**src/epst_pkg.sv**
```systemverilog
package epst_pkg;

    localparam int CHG_W      = 32;
    localparam int CPR_W      = 15;
    localparam int GEAR_W     = 16;
    localparam int RATE_W     = 17;
    localparam int PROD_W     = CHG_W + RATE_W;   // mag * rate
    localparam int NUM_W      = PROD_W + 6;       // mag * rate * 60
    localparam int DEN_W      = CPR_W + GEAR_W;
    localparam int CFG_IDX_W  = 2;
    localparam int CFG_DATA_W = 17;

    localparam logic CMD_SAMPLE = 1'b0;
    localparam logic CMD_ZERO   = 1'b1;

    localparam logic [CFG_IDX_W-1:0] REG_CNT32 = 2'd0;
    localparam logic [CFG_IDX_W-1:0] REG_CPR   = 2'd1;
    localparam logic [CFG_IDX_W-1:0] REG_GEAR  = 2'd2;
    localparam logic [CFG_IDX_W-1:0] REG_RATE  = 2'd3;

    typedef struct packed {
        logic [CPR_W-1:0]  cpr;
        logic [GEAR_W-1:0] gear;
        logic [RATE_W-1:0] rate;
    } t_spd_cfg;

    typedef struct packed {
        logic             start;
        logic             ack;
        logic [CHG_W-1:0] change;
    } t_spd_ctl;

    typedef struct packed {
        logic             done;
        logic [CHG_W-1:0] speed;
    } t_spd_sts;

endpackage

```
**src/epst_speed_unit.sv**
```systemverilog
module epst_speed_unit #(
    parameter int SPEED_FRAC_BITS = 8
) (
    input  logic              i_clk,
    input  logic              i_rst_n,
    input  epst_pkg::t_spd_cfg i_cfg,
    input  epst_pkg::t_spd_ctl i_ctl,
    output epst_pkg::t_spd_sts o_sts
);
    import epst_pkg::*;

    localparam int DIV_STEPS = NUM_W + 8 + SPEED_FRAC_BITS;
    localparam int CNT_W     = $clog2(DIV_STEPS);

    localparam logic [2:0] S_IDLE = 3'd0;
    localparam logic [2:0] S_MUL1 = 3'd1;
    localparam logic [2:0] S_MUL2 = 3'd2;
    localparam logic [2:0] S_DIV  = 3'd3;
    localparam logic [2:0] S_FIN  = 3'd4;
    localparam logic [2:0] S_DONE = 3'd5;

    logic [2:0]        r_state, n_state;
    logic              r_neg;
    logic [CHG_W-1:0]  r_mag;
    logic [PROD_W-1:0] r_prod;
    logic [NUM_W-1:0]  r_num;
    logic [DEN_W-1:0]  r_den;
    logic [DEN_W-1:0]  r_rem;
    logic [CHG_W:0]    r_q;
    logic              r_ov;
    logic [CNT_W-1:0]  r_cnt;
    logic [CHG_W-1:0]  r_speed;

    // shared multiplier
    logic [CHG_W-1:0]  mul_a;
    logic [RATE_W-1:0] mul_b;
    logic [PROD_W-1:0] mul_p;

    always_comb begin
        if (r_state == S_MUL1) begin
            mul_a = r_mag;
            mul_b = i_cfg.rate;
        end else begin
            mul_a = CHG_W'(i_cfg.cpr);
            mul_b = RATE_W'(i_cfg.gear);
        end
        mul_p = PROD_W'(mul_a) * PROD_W'(mul_b);
    end

    // x*60 = x*64 - x*4
    logic [NUM_W-1:0] num60;
    assign num60 = (NUM_W'(r_prod) << 6) - (NUM_W'(r_prod) << 2);

    // one restoring division step
    logic [DEN_W:0] rs, diff;
    logic           ge;
    assign rs   = {r_rem, r_num[NUM_W-1]};
    assign ge   = rs >= {1'b0, r_den};
    assign diff = rs - {1'b0, r_den};

    logic [CHG_W:0]   limit;
    logic             sat;
    logic [CHG_W-1:0] res;
    assign limit = r_neg ? {2'b01, {(CHG_W-1){1'b0}}} : {2'b00, {(CHG_W-1){1'b1}}};
    assign sat   = r_ov || (r_q > limit);
    assign res   = sat ? limit[CHG_W-1:0] : r_q[CHG_W-1:0];

    always_comb begin
        n_state = r_state;
        unique case (r_state)
            S_IDLE: if (i_ctl.start) n_state = S_MUL1;
            S_MUL1: n_state = S_MUL2;
            S_MUL2: n_state = S_DIV;
            S_DIV:  if (r_cnt == CNT_W'(DIV_STEPS - 1)) n_state = S_FIN;
            S_FIN:  n_state = S_DONE;
            S_DONE: if (i_ctl.ack) n_state = S_IDLE;
            default: n_state = S_IDLE;
        endcase
    end

    always_ff @(posedge i_clk) begin
        if (!i_rst_n) begin
            r_state <= S_IDLE;
        end else begin
            r_state <= n_state;
        end
    end

    always_ff @(posedge i_clk) begin
        unique case (r_state)
            S_IDLE: begin
                r_neg <= i_ctl.change[CHG_W-1];
                r_mag <= i_ctl.change[CHG_W-1] ? (~i_ctl.change + 1'b1) : i_ctl.change;
            end
            S_MUL1: begin
                r_prod <= mul_p;
            end
            S_MUL2: begin
                r_num <= num60;
                r_den <= mul_p[DEN_W-1:0];
                r_rem <= '0;
                r_q   <= '0;
                r_ov  <= 1'b0;
                r_cnt <= '0;
            end
            S_DIV: begin
                r_rem <= ge ? diff[DEN_W-1:0] : rs[DEN_W-1:0];
                r_num <= r_num << 1;
                r_ov  <= r_ov | r_q[CHG_W];
                r_q   <= {r_q[CHG_W-1:0], ge};
                r_cnt <= r_cnt + 1'b1;
            end
            S_FIN: begin
                if (r_den == '0) begin
                    r_speed <= '0;
                end else begin
                    r_speed <= r_neg ? (~res + 1'b1) : res;
                end
            end
            default: begin
            end
        endcase
    end

    assign o_sts.done  = (r_state == S_DONE);
    assign o_sts.speed = r_speed;

    a_rem_below_den: assert property (@(posedge i_clk) disable iff (!i_rst_n)
        (r_state == S_DIV && r_den != '0) |-> (r_rem < r_den))
        else $error("division remainder not below divisor");

    a_pos_speed_sign: assert property (@(posedge i_clk) disable iff (!i_rst_n)
        (r_state == S_DONE && !r_neg) |-> !r_speed[CHG_W-1])
        else $error("positive change gave negative speed");

    a_ack_to_idle: assert property (@(posedge i_clk) disable iff (!i_rst_n)
        (r_state == S_DONE && i_ctl.ack) |=> (r_state == S_IDLE))
        else $error("speed unit did not release after ack");

endmodule

```
**src/encoder_position_speed_tracker.sv**
```systemverilog
// channel | valid       | stall        | payload
// input   | i_in_valid  | o_in_stall   | i_command, i_counter_value
// output  | o_out_valid | i_out_stall  | o_position, o_count_change, o_speed_rpm_q8
// config  | i_cfg_we    | -            | i_cfg_idx, i_cfg_data
//
// Each word goes through the bit-serial restoring divider: 63 + SPEED_FRAC_BITS steps.
// A result waits in the output register; a new word is taken once the divider is free
// and the previous result has been loaded there.
// Reset is synchronous, active low; it clears the tracker state and loads config defaults.
module encoder_position_speed_tracker #(
    parameter int SPEED_FRAC_BITS = 8
) (
    input  logic                                i_clk,
    input  logic                                i_rst_n,
    input  logic                                i_cfg_we,
    input  logic [epst_pkg::CFG_IDX_W-1:0]      i_cfg_idx,
    input  logic [epst_pkg::CFG_DATA_W-1:0]     i_cfg_data,
    input  logic                                i_in_valid,
    output logic                                o_in_stall,
    input  logic                                i_command,
    input  logic [31:0]                         i_counter_value,
    output logic                                o_out_valid,
    input  logic                                i_out_stall,
    output logic signed [31:0]                  o_position,
    output logic signed [31:0]                  o_count_change,
    output logic signed [31:0]                  o_speed_rpm_q8
);
    import epst_pkg::*;

    localparam logic [1:0] T_IDLE = 2'd0;
    localparam logic [1:0] T_UPD  = 2'd1;
    localparam logic [1:0] T_WAIT = 2'd2;

    localparam logic signed [16:0] NEG_LIM = -17'sd32767;

    logic [1:0]        r_state;
    logic              r_cnt32;
    t_spd_cfg          r_cfg;
    logic [CHG_W-1:0]  r_prev;
    logic [CHG_W-1:0]  r_pos;
    logic [CHG_W-1:0]  r_last;
    logic              r_zero;
    logic              r_out_valid;
    logic [CHG_W-1:0]  r_out_pos, r_out_chg, r_out_spd;

    t_spd_ctl spd_ctl;
    t_spd_sts spd_sts;

    logic in_acc, out_load;
    assign in_acc   = i_in_valid && (r_state == T_IDLE);
    assign out_load = (r_state == T_WAIT) && spd_sts.done && (!r_out_valid || !i_out_stall);

    // wrap-corrected change
    logic [16:0]       d16;
    logic [16:0]       d16_adj;
    logic [CHG_W-1:0]  chg;
    assign d16 = {1'b0, i_counter_value[15:0]} - {1'b0, r_prev[15:0]};
    always_comb begin
        d16_adj = d16;
        if (!d16[16] && d16[15]) begin
            d16_adj = d16 - 17'h10000;
        end else if (d16[16] && ($signed(d16) < NEG_LIM)) begin
            d16_adj = d16 + 17'h10000;
        end
        if (r_cnt32) begin
            chg = i_counter_value - r_prev;
        end else begin
            chg = {{(CHG_W-17){d16_adj[16]}}, d16_adj};
        end
    end

    always_ff @(posedge i_clk) begin
        if (!i_rst_n) begin
            r_cnt32   <= 1'b0;
            r_cfg.cpr <= CPR_W'(48);
            r_cfg.gear <= GEAR_W'(256);
            r_cfg.rate <= RATE_W'(1000);
        end else if (i_cfg_we) begin
            unique case (i_cfg_idx)
                REG_CNT32: r_cnt32    <= i_cfg_data[0];
                REG_CPR:   r_cfg.cpr  <= i_cfg_data[CPR_W-1:0];
                REG_GEAR:  r_cfg.gear <= i_cfg_data[GEAR_W-1:0];
                REG_RATE:  r_cfg.rate <= i_cfg_data[RATE_W-1:0];
                default: begin
                end
            endcase
        end
    end

    always_ff @(posedge i_clk) begin
        if (!i_rst_n) begin
            r_state     <= T_IDLE;
            r_prev      <= '0;
            r_pos       <= '0;
            r_last      <= '0;
            r_zero      <= 1'b0;
            r_out_valid <= 1'b0;
        end else begin
            unique case (r_state)
                T_IDLE: if (in_acc) begin
                    r_zero <= (i_command == CMD_ZERO);
                    if (i_command == CMD_SAMPLE) begin
                        r_last <= chg;
                        r_prev <= i_counter_value;
                    end
                    r_state <= T_UPD;
                end
                T_UPD: begin
                    r_pos   <= r_zero ? '0 : (r_pos + r_last);
                    r_state <= T_WAIT;
                end
                T_WAIT: if (out_load) r_state <= T_IDLE;
                default: r_state <= T_IDLE;
            endcase
            if (out_load) begin
                r_out_valid <= 1'b1;
            end else if (!i_out_stall) begin
                r_out_valid <= 1'b0;
            end
        end
    end

    always_ff @(posedge i_clk) begin
        if (out_load) begin
            r_out_pos <= r_pos;
            r_out_chg <= r_last;
            r_out_spd <= spd_sts.speed;
        end
    end

    assign spd_ctl.start  = (r_state == T_UPD);
    assign spd_ctl.ack    = out_load;
    assign spd_ctl.change = r_last;

    epst_speed_unit #(
        .SPEED_FRAC_BITS(SPEED_FRAC_BITS)
    ) u_speed (
        .i_clk  (i_clk),
        .i_rst_n(i_rst_n),
        .i_cfg  (r_cfg),
        .i_ctl  (spd_ctl),
        .o_sts  (spd_sts)
    );

    assign o_in_stall     = (r_state != T_IDLE);
    assign o_out_valid    = r_out_valid;
    assign o_position     = r_out_pos;
    assign o_count_change = r_out_chg;
    assign o_speed_rpm_q8 = r_out_spd;

endmodule

```
**config.mk**
```make
export PLATFORM = sky130hd
export DESIGN_NAME = encoder_position_speed_tracker
export DESIGN_NICKNAME = d
export VERILOG_FILES = /design/src/epst_pkg.sv /design/src/epst_speed_unit.sv /design/src/encoder_position_speed_tracker.sv
export SDC_FILE = /design/constraint.sdc
export NUM_CORES = 2
export LEC_CHECK = 0
export ABC_AREA = 1
export BUFFER_PORTS_ARGS = -buffer_cell sky130_fd_sc_hd__buf_4
export CELL_PAD_IN_SITES_DETAIL_PLACEMENT = 1
export CELL_PAD_IN_SITES_GLOBAL_PLACEMENT = 1
export CORE_ASPECT_RATIO = 1.25
export CORE_MARGIN = 1.5
export CORE_UTILIZATION = 25
export DETAILED_ROUTE_END_ITERATION = 16
export GPL_ROUTABILITY_DRIVEN = 1
export GPL_TIMING_DRIVEN = 1
export MAX_ROUTING_LAYER = met4
export PLACE_DENSITY = 0.46
export SLEW_MARGIN = 20
export SYNTH_ARGS = -nofsm -noshare
export SYNTH_HDL_FRONTEND = slang
export SYNTH_SLANG_ARGS = --single-unit
```
**constraint.sdc**
```tcl
create_clock -name i_clk -period 9.02 [get_ports i_clk]
set_input_delay 0.902 -clock i_clk [delete_from_list [all_inputs] [get_ports i_clk]]
set_output_delay 0.902 -clock i_clk [all_outputs]
set_load 0.01 [all_outputs]
```
# After elaboration in Yosys (flattened, before gate mapping)
# Index checks and enable logic that the tools add are counted.
dict set report op_classes {
  addsub 10
  n_mul 1
  order_cmp 3
  eq_ne 17
  n_mux 25
  bitwise_logic 4
  reduce_logical 24
}
# operator n
set ops {}
lappend ops {{two-way mux 32 bit} 6}
lappend ops {{one-hot mux 55 bit (2 select lines)} 1}
lappend ops {{one-hot mux 33 bit (2 select lines)} 1}
lappend ops {{adder 32 x 1 -> 32 bit (second input constant)} 2}
lappend ops {{inverter 32 bit} 2}
lappend ops {{two-way mux 31 bit} 2}
lappend ops {{one-hot mux 31 bit (2 select lines)} 1}
lappend ops {{subtractor 55 x 51 -> 55 bit} 1}
lappend ops {{two-way mux 17 bit} 3}
lappend ops {{multiplier 32 x 17 -> 49 bit} 1}
lappend ops {{greater-than comparator 33 bit} 1}
lappend ops {{adder 32 bit} 1}
lappend ops {{>= comparator 32 x 31 -> 1 bit} 1}
lappend ops {{subtractor 32 bit} 1}
lappend ops {{zero test 31 bit} 1}
lappend ops {{subtractor 31 bit} 1}
lappend ops {{one-hot mux 3 bit (6 select lines)} 1}
lappend ops {{adder 17 bit (second input constant)} 1}
lappend ops {{< comparator 17 x 16 -> 1 bit (second input constant)} 1}
lappend ops {{subtractor 16 x 16 -> 17 bit} 1}
lappend ops {{subtractor 17 bit (second input constant)} 1}
lappend ops {{one-hot mux 7 bit (2 select lines)} 1}
lappend ops {{AND reduction 2 bit} 6}
lappend ops {{two-way mux 3 bit} 3}
lappend ops {{other kinds (22)} 43}
dict set report totals {
  ff_bits 520
  output_inout_bits 98
}

# Depth between registers and ports, before layout
dict set report depth {
  ltp_word 7
  depth_mapped 34
}

# Modules after synthesis
# Synthesis repeated with hierarchy kept, for this count alone.
dict set report unflattened {
  cells_unflattened 5815
  hier_area_um2 46985.1
}
# module instances cells_each area_per_inst_um2 seq_area_each_um2
set by_module_without_submodules {}
lappend by_module_without_submodules {epst_speed_unit 1 4335 34994.8 8167.8}
lappend by_module_without_submodules {encoder_position_speed_tracker 1 1480 11990.2 5865.6}

# Worst setup path before layout
# OpenSTA, ideal clock, no wires.
dict set report synth_path {
  kind {flip-flop to flip-flop}
  startpoint {reg u_speed.r_state[0]}
  endpoint {reg u_speed.r_prod[41], data pin}
  setup_ps 265
  arrival_time_ps 7374
  required_time_ps 8755
  slack_ps 1381
  stages_incl_launch_ff 29
  n_path_buf 1
  period_less_slack_ps 7639
  cell_sequence {dfxtp_1 inv_1 nor2_1 nand2_1 inv_1 or2_2 o21ai_0 inv_1 clkbuf_1 nand2_1 fa_1 fa_1 fa_1 inv_1 fa_1 fa_1 inv_1 fa_1 inv_1 ha_1 nand2_1 nor2_1 inv_1 nor3_1 a21oi_1 o21ai_0 a21oi_1 o21ai_0 xor2_1}
}
dict set report synth_between {
  elab_chain_len 3
}
# item line_no
set synth_rtl {}
lappend synth_rtl {{start: declaration} epst_speed_unit.sv:22} ;# logic [2:0] r_state, n_state;
lappend synth_rtl {{start signal: assignment} epst_speed_unit.sv:85} ;# r_state <= n_state;
lappend synth_rtl {{== test 3 x 1 -> 1 bit (*)} epst_speed_unit.sv:40} ;# if (r_state == S_MUL1) begin
lappend synth_rtl {{two-way mux 32 bit or two-way mux 17 bit (tied branches)} epst_speed_unit.sv:40}
lappend synth_rtl {{multiplier 32 x 17 -> 49 bit (*)} epst_speed_unit.sv:47} ;# mul_p = PROD_W'(mul_a) * PROD_W'(mul_b);
lappend synth_rtl {{named net u_speed.mul_p[41]} epst_speed_unit.sv:37} ;# logic [PROD_W-1:0] mul_p;
lappend synth_rtl {{end signal: assignment} epst_speed_unit.sv:96} ;# r_prod <= mul_p;
lappend synth_rtl {{end: declaration} epst_speed_unit.sv:25} ;# logic [PROD_W-1:0] r_prod;
# Mark *: on every way through the listed nets, which the timed path passes. The rest lies on a longest branch.
# A chain may end at the register's enable or synchronous reset.

# Worst setup path in the final report
dict set report layout_path {
  startpoint {reg u_speed.r_state[2]}
  endpoint {reg u_speed.r_prod[41], data pin}
}
# Same word-level chain as after synthesis.

==> results by group <==
Outcome
  – Outcome: complete, no violations

Critical path
  – Worst R2R Path Depth: 26
  – RR Startpoint: u_speed.r_state[2]
  – Arrival @ worst endpoint: slightly below 9 ns
  – Crit path max fanout: 37
  – Reg2reg end: u_speed.r_prod[41]
  – Crit end category: flip-flop
  – Most common cell on crit path: fa_1
  – Worst reg-to-reg setup slack: around 0.50 ns
  – Startpoint types: flip-flop
  – Max incr delay on CP: between 0.5 and 0.6 ns
  – Worst path slowest cell: clkinvlp_4
  – Crit path kind: reg -> reg
  – Critical Path RT: approximately 9.4 ns

STA
  – Tcrit/Tclk final: 0.9440
  – Clock skew: ~0.052 ns
  – Post-Route Setup TNS: 0 ns
  – Setup-failing EPs final: 0
  – Fmax: 117.4 MHz
  – Worst setup margin: approximately 0.5 ns
  – Final Hold Viols: 0
  – Final min period: ~8.5 ns
  – Rel. slew slack: 0.2786
  – Fin. max-slew vios: 0
  – Worst-margin pin slew: 1.074 ns
  – RSZ-0062 raised after global routing: no

Min path
  – Hold Path Class: reg -> reg
  – Hold Path End: o_speed_rpm_q8[18]
  – Hold_sp: u_speed.r_speed[18]
  – Worst hold path stage count: 0

CTS
  – Root Driver: clkbuf_16
  – Worst-skew pair later-pin latency: between 0.6 and 0.7 ns
  – CTS Buffer Depth: 3
  – Hold-fix buffers, CTS: 0
  – H-tree depth: 3
  – Num CTS Buffers: just under 70
  – CTS clk-pin slew, worst paths: around 0.06 ns
  – TritonCTS clock tree: built
  – Clock sinks: 518
  – Post-CTS Setup Repair Bufs: 0
  – CTS resizes: 0

Pwr
  – Leakage: roughly 0.024 uW
  – Sequential power share: 0.225
  – Internal power: 9196 uW
  – Pwr dens: between 300 and 400 nW/um^2
  – Maximum VDD drop: a little over 0.2 mV
  – Clock Power Share: 0.147
  – Sw Share: 0.5057
  – Combinational share of power: 0.628
  – Psw: ~9400 uW

Yosys
  – Syn nets: between 6000 and 7000
  – Dominant synthesized flop cell: edfxtp_1
  – Post-synthesis sequential area ratio: 0.3022
  – Yosys cell types: approximately 60
  – Synth Cell Area: between 40000 and 50000 um^2
  – Number of enable flip-flop cells after synthesis: approximately 370
  – Synth Warn #: 0
  – Syn Area/Cell: 8.264 um^2
  – Cells after Synth: 5620
  – Synth Register Bits: between 500 and 600
  – Async S/R FF share, synth: 0

Layout
  – Reg area: 14030 um^2
  – Layout cells sized above 1: 0.08326
  – Fillers: about 22000
  – Most frequent cells in the layout: 1119 x inv_1, 995 x nand2_1, 628 x nor2_1
  – Area delta synth->final: 14.64%
  – Layout net count: between 6000 and 7000
  – Commonest non-fill, non-tap cell in the layout: inv_1
  – Multi-input gate area: 27570 um^2

Floorplanning
  – Die Ht: 484.9 um
  – Core Rows: around 180
  – Die area: approximately 190000 um^2
  – IO Pins: 155
  – Initial Utilization: 0.2520
  – DIE WIDTH: between 300 and 400 um
  – Core area: between 150000 and 200000 um^2

Placement
  – DP HPWL: roughly 140000 um
  – Dpl ws: 0.1461 ns
  – PortBufs: about 150
  – Placer congestion estimate: 0.8887

Global routing
  – Total grt overflow: 0
  – Largest net degree at the start of global routing: 124
  – Total GRT Usage: 0.1865
  – Initial antenna violation count: 13
  – Vias in the first global route: about 42000
  – First-pass GRT wire length: 259300 um

Routing
  – Vias per cell: between 4 and 5
  – Routed len/inst: 20.58 um
  – Antenna Nets Post-Route: 0
  – Remaining DRCs: 0
  – Total number of vias: 37620
  – Final WL: 170600 um
  – Iteration count of the initial detailed-routing pass: 5
  – DR iter-0 viols: approximately 1500

Job
  – Maxcap violations: 0
-- state kept, by name (all words and copies together) (netlist names) --
| register | cells |
|---|---|
| r_zero | 1 |
| o_position | 32 |
| u_speed.r_num | 53 |
| r_last | 32 |
| u_speed.r_ov | 1 |
| o_speed_rpm_q8 | 32 |
| u_speed.r_q | 33 |
| r_state | 2 |
| u_speed.r_cnt | 7 |
| r_cnt32 | 1 |
| o_out_valid | 1 |
| u_speed.r_rem | 31 |
| u_speed.r_prod | 49 |
| r_prev | 32 |
| u_speed.r_speed | 32 |
| u_speed.r_state | 3 |
| u_speed.r_neg | 1 |
| u_speed.r_den | 31 |
| r_pos | 32 |
| u_speed.r_mag | 32 |
| r_cfg | 48 |
| o_count_change | 32 |
-- worst max-delay path, delay by kind of cell, from the launching register on --
kind / cells / cell delay (ns)
AO/OA/AOI/OAI: 5 / 1.51
adder cells (fa/ha/maj): 7 / 3.38
AND/OR/NAND/NOR: 7 / 1.58
buffers and inverters: 6 / 1.14
XOR/XNOR: 1 / 0.09
flip-flops: 1 / 0.49
-- routing by layer --
metal  wire length, um  global-route usage
met1             73020              0.2166
met2             86500              0.3293
met3              5405             0.02537
met4              5704             0.06132
met5                 0                   -
-- power groups by stage --
stage                     combinational (uW)  sequential [uW]  clock, uW
after floorplan                         8110             4030          0
after global placement                 11900             4240          0
after detailed placement               11900             4250          0
after CTS                              12000             4210       2850
after global routing                   13400             4250       2920
final                                  11700             4190       2740
-- Yosys cell counts (all sizes together), types with 18 or more instances --
library cell	number	area, um^2
xor2	90	788.3
nor4	18	112.6
or2	40	250.2
a21o	24	180.2
nand4	31	212.7
nor2	645	2459
buf	31	188.9
nor3	39	195.2
dfxtp	152	3043
xnor2	65	569.3
fa	452	9049
inv	1130	4242
a31oi	56	350.3
nand3	217	1236
a21oi	376	1886
nand2	1009	3822
edfxtp	366	10990
o21ai	331	1679
clkbuf	109	409.1
o21a	18	135.1
a21boi	23	172.7
ha	298	3729
-- cells by family (layout without fill, tap and decap cells) --
kind of cell / after synthesis / count (layout) / synth area share
adder cells (fa/ha/maj): 750 / 750 / 0.2751
AO/OA/AOI/OAI: 900 / 900 / 0.1076
buffers and inverters: 1284 / 1537 / 0.1053
XOR/XNOR: 155 / 155 / 0.02923
flip-flops: 518 / 518 / 0.3022
AND/OR/NAND/NOR: 2013 / 2013 / 0.1806
other: 0 / 14 / 0
-- stage by stage --
stage	std cells	util	hold WS, ns	area (um^2)	power [uW]
after floorplan	5620	-	0.4003	46440	12140
after global placement	8151	0.2764	0.4044	50950	16110
after detailed placement	8151	0.2764	0.4052	50950	16170
after CTS	8275	0.2885	0.3909	53170	19040
after global routing	8290	0.2889	0.4214	53240	20560
final	8290	0.2889	0.4181	53240	18610
-- layout make-up --
cell class                 instances  area share
multi-input combinational       3818      0.5178
sequential                       518      0.2636
inverter                        1144     0.08086
tap                             2403     0.05647
timing repair buffer             269     0.03887
clock buffer                      86     0.03382
clock inverter                    38    0.007943
antenna                           14   0.0006580
-- how the worst max path moves through the flow --
| stage | startpoint | end | slack (ns) | depth (start not counted) |
|---|---|---|---|---|
| finish | u_speed.r_state[2] | u_speed.r_prod[41] | 0.50 | 26 |
| global route | u_speed.r_state[2] | u_speed.r_prod[41] | 0.02 | 26 |
| CTS | u_speed.r_state[2] | u_speed.r_prod[41] | 0.12 | 26 |
| detailed placement | u_speed.r_state[2] | u_speed.r_prod[41] | 0.15 | 26 |
| global placement | u_speed.r_state[2] | u_speed.r_prod[41] | 0.13 | 26 |
| floorplan | u_speed.r_state[0] | u_speed.r_prod[41] | 1.38 | 28 |
(Power assumes the default switching activity.)
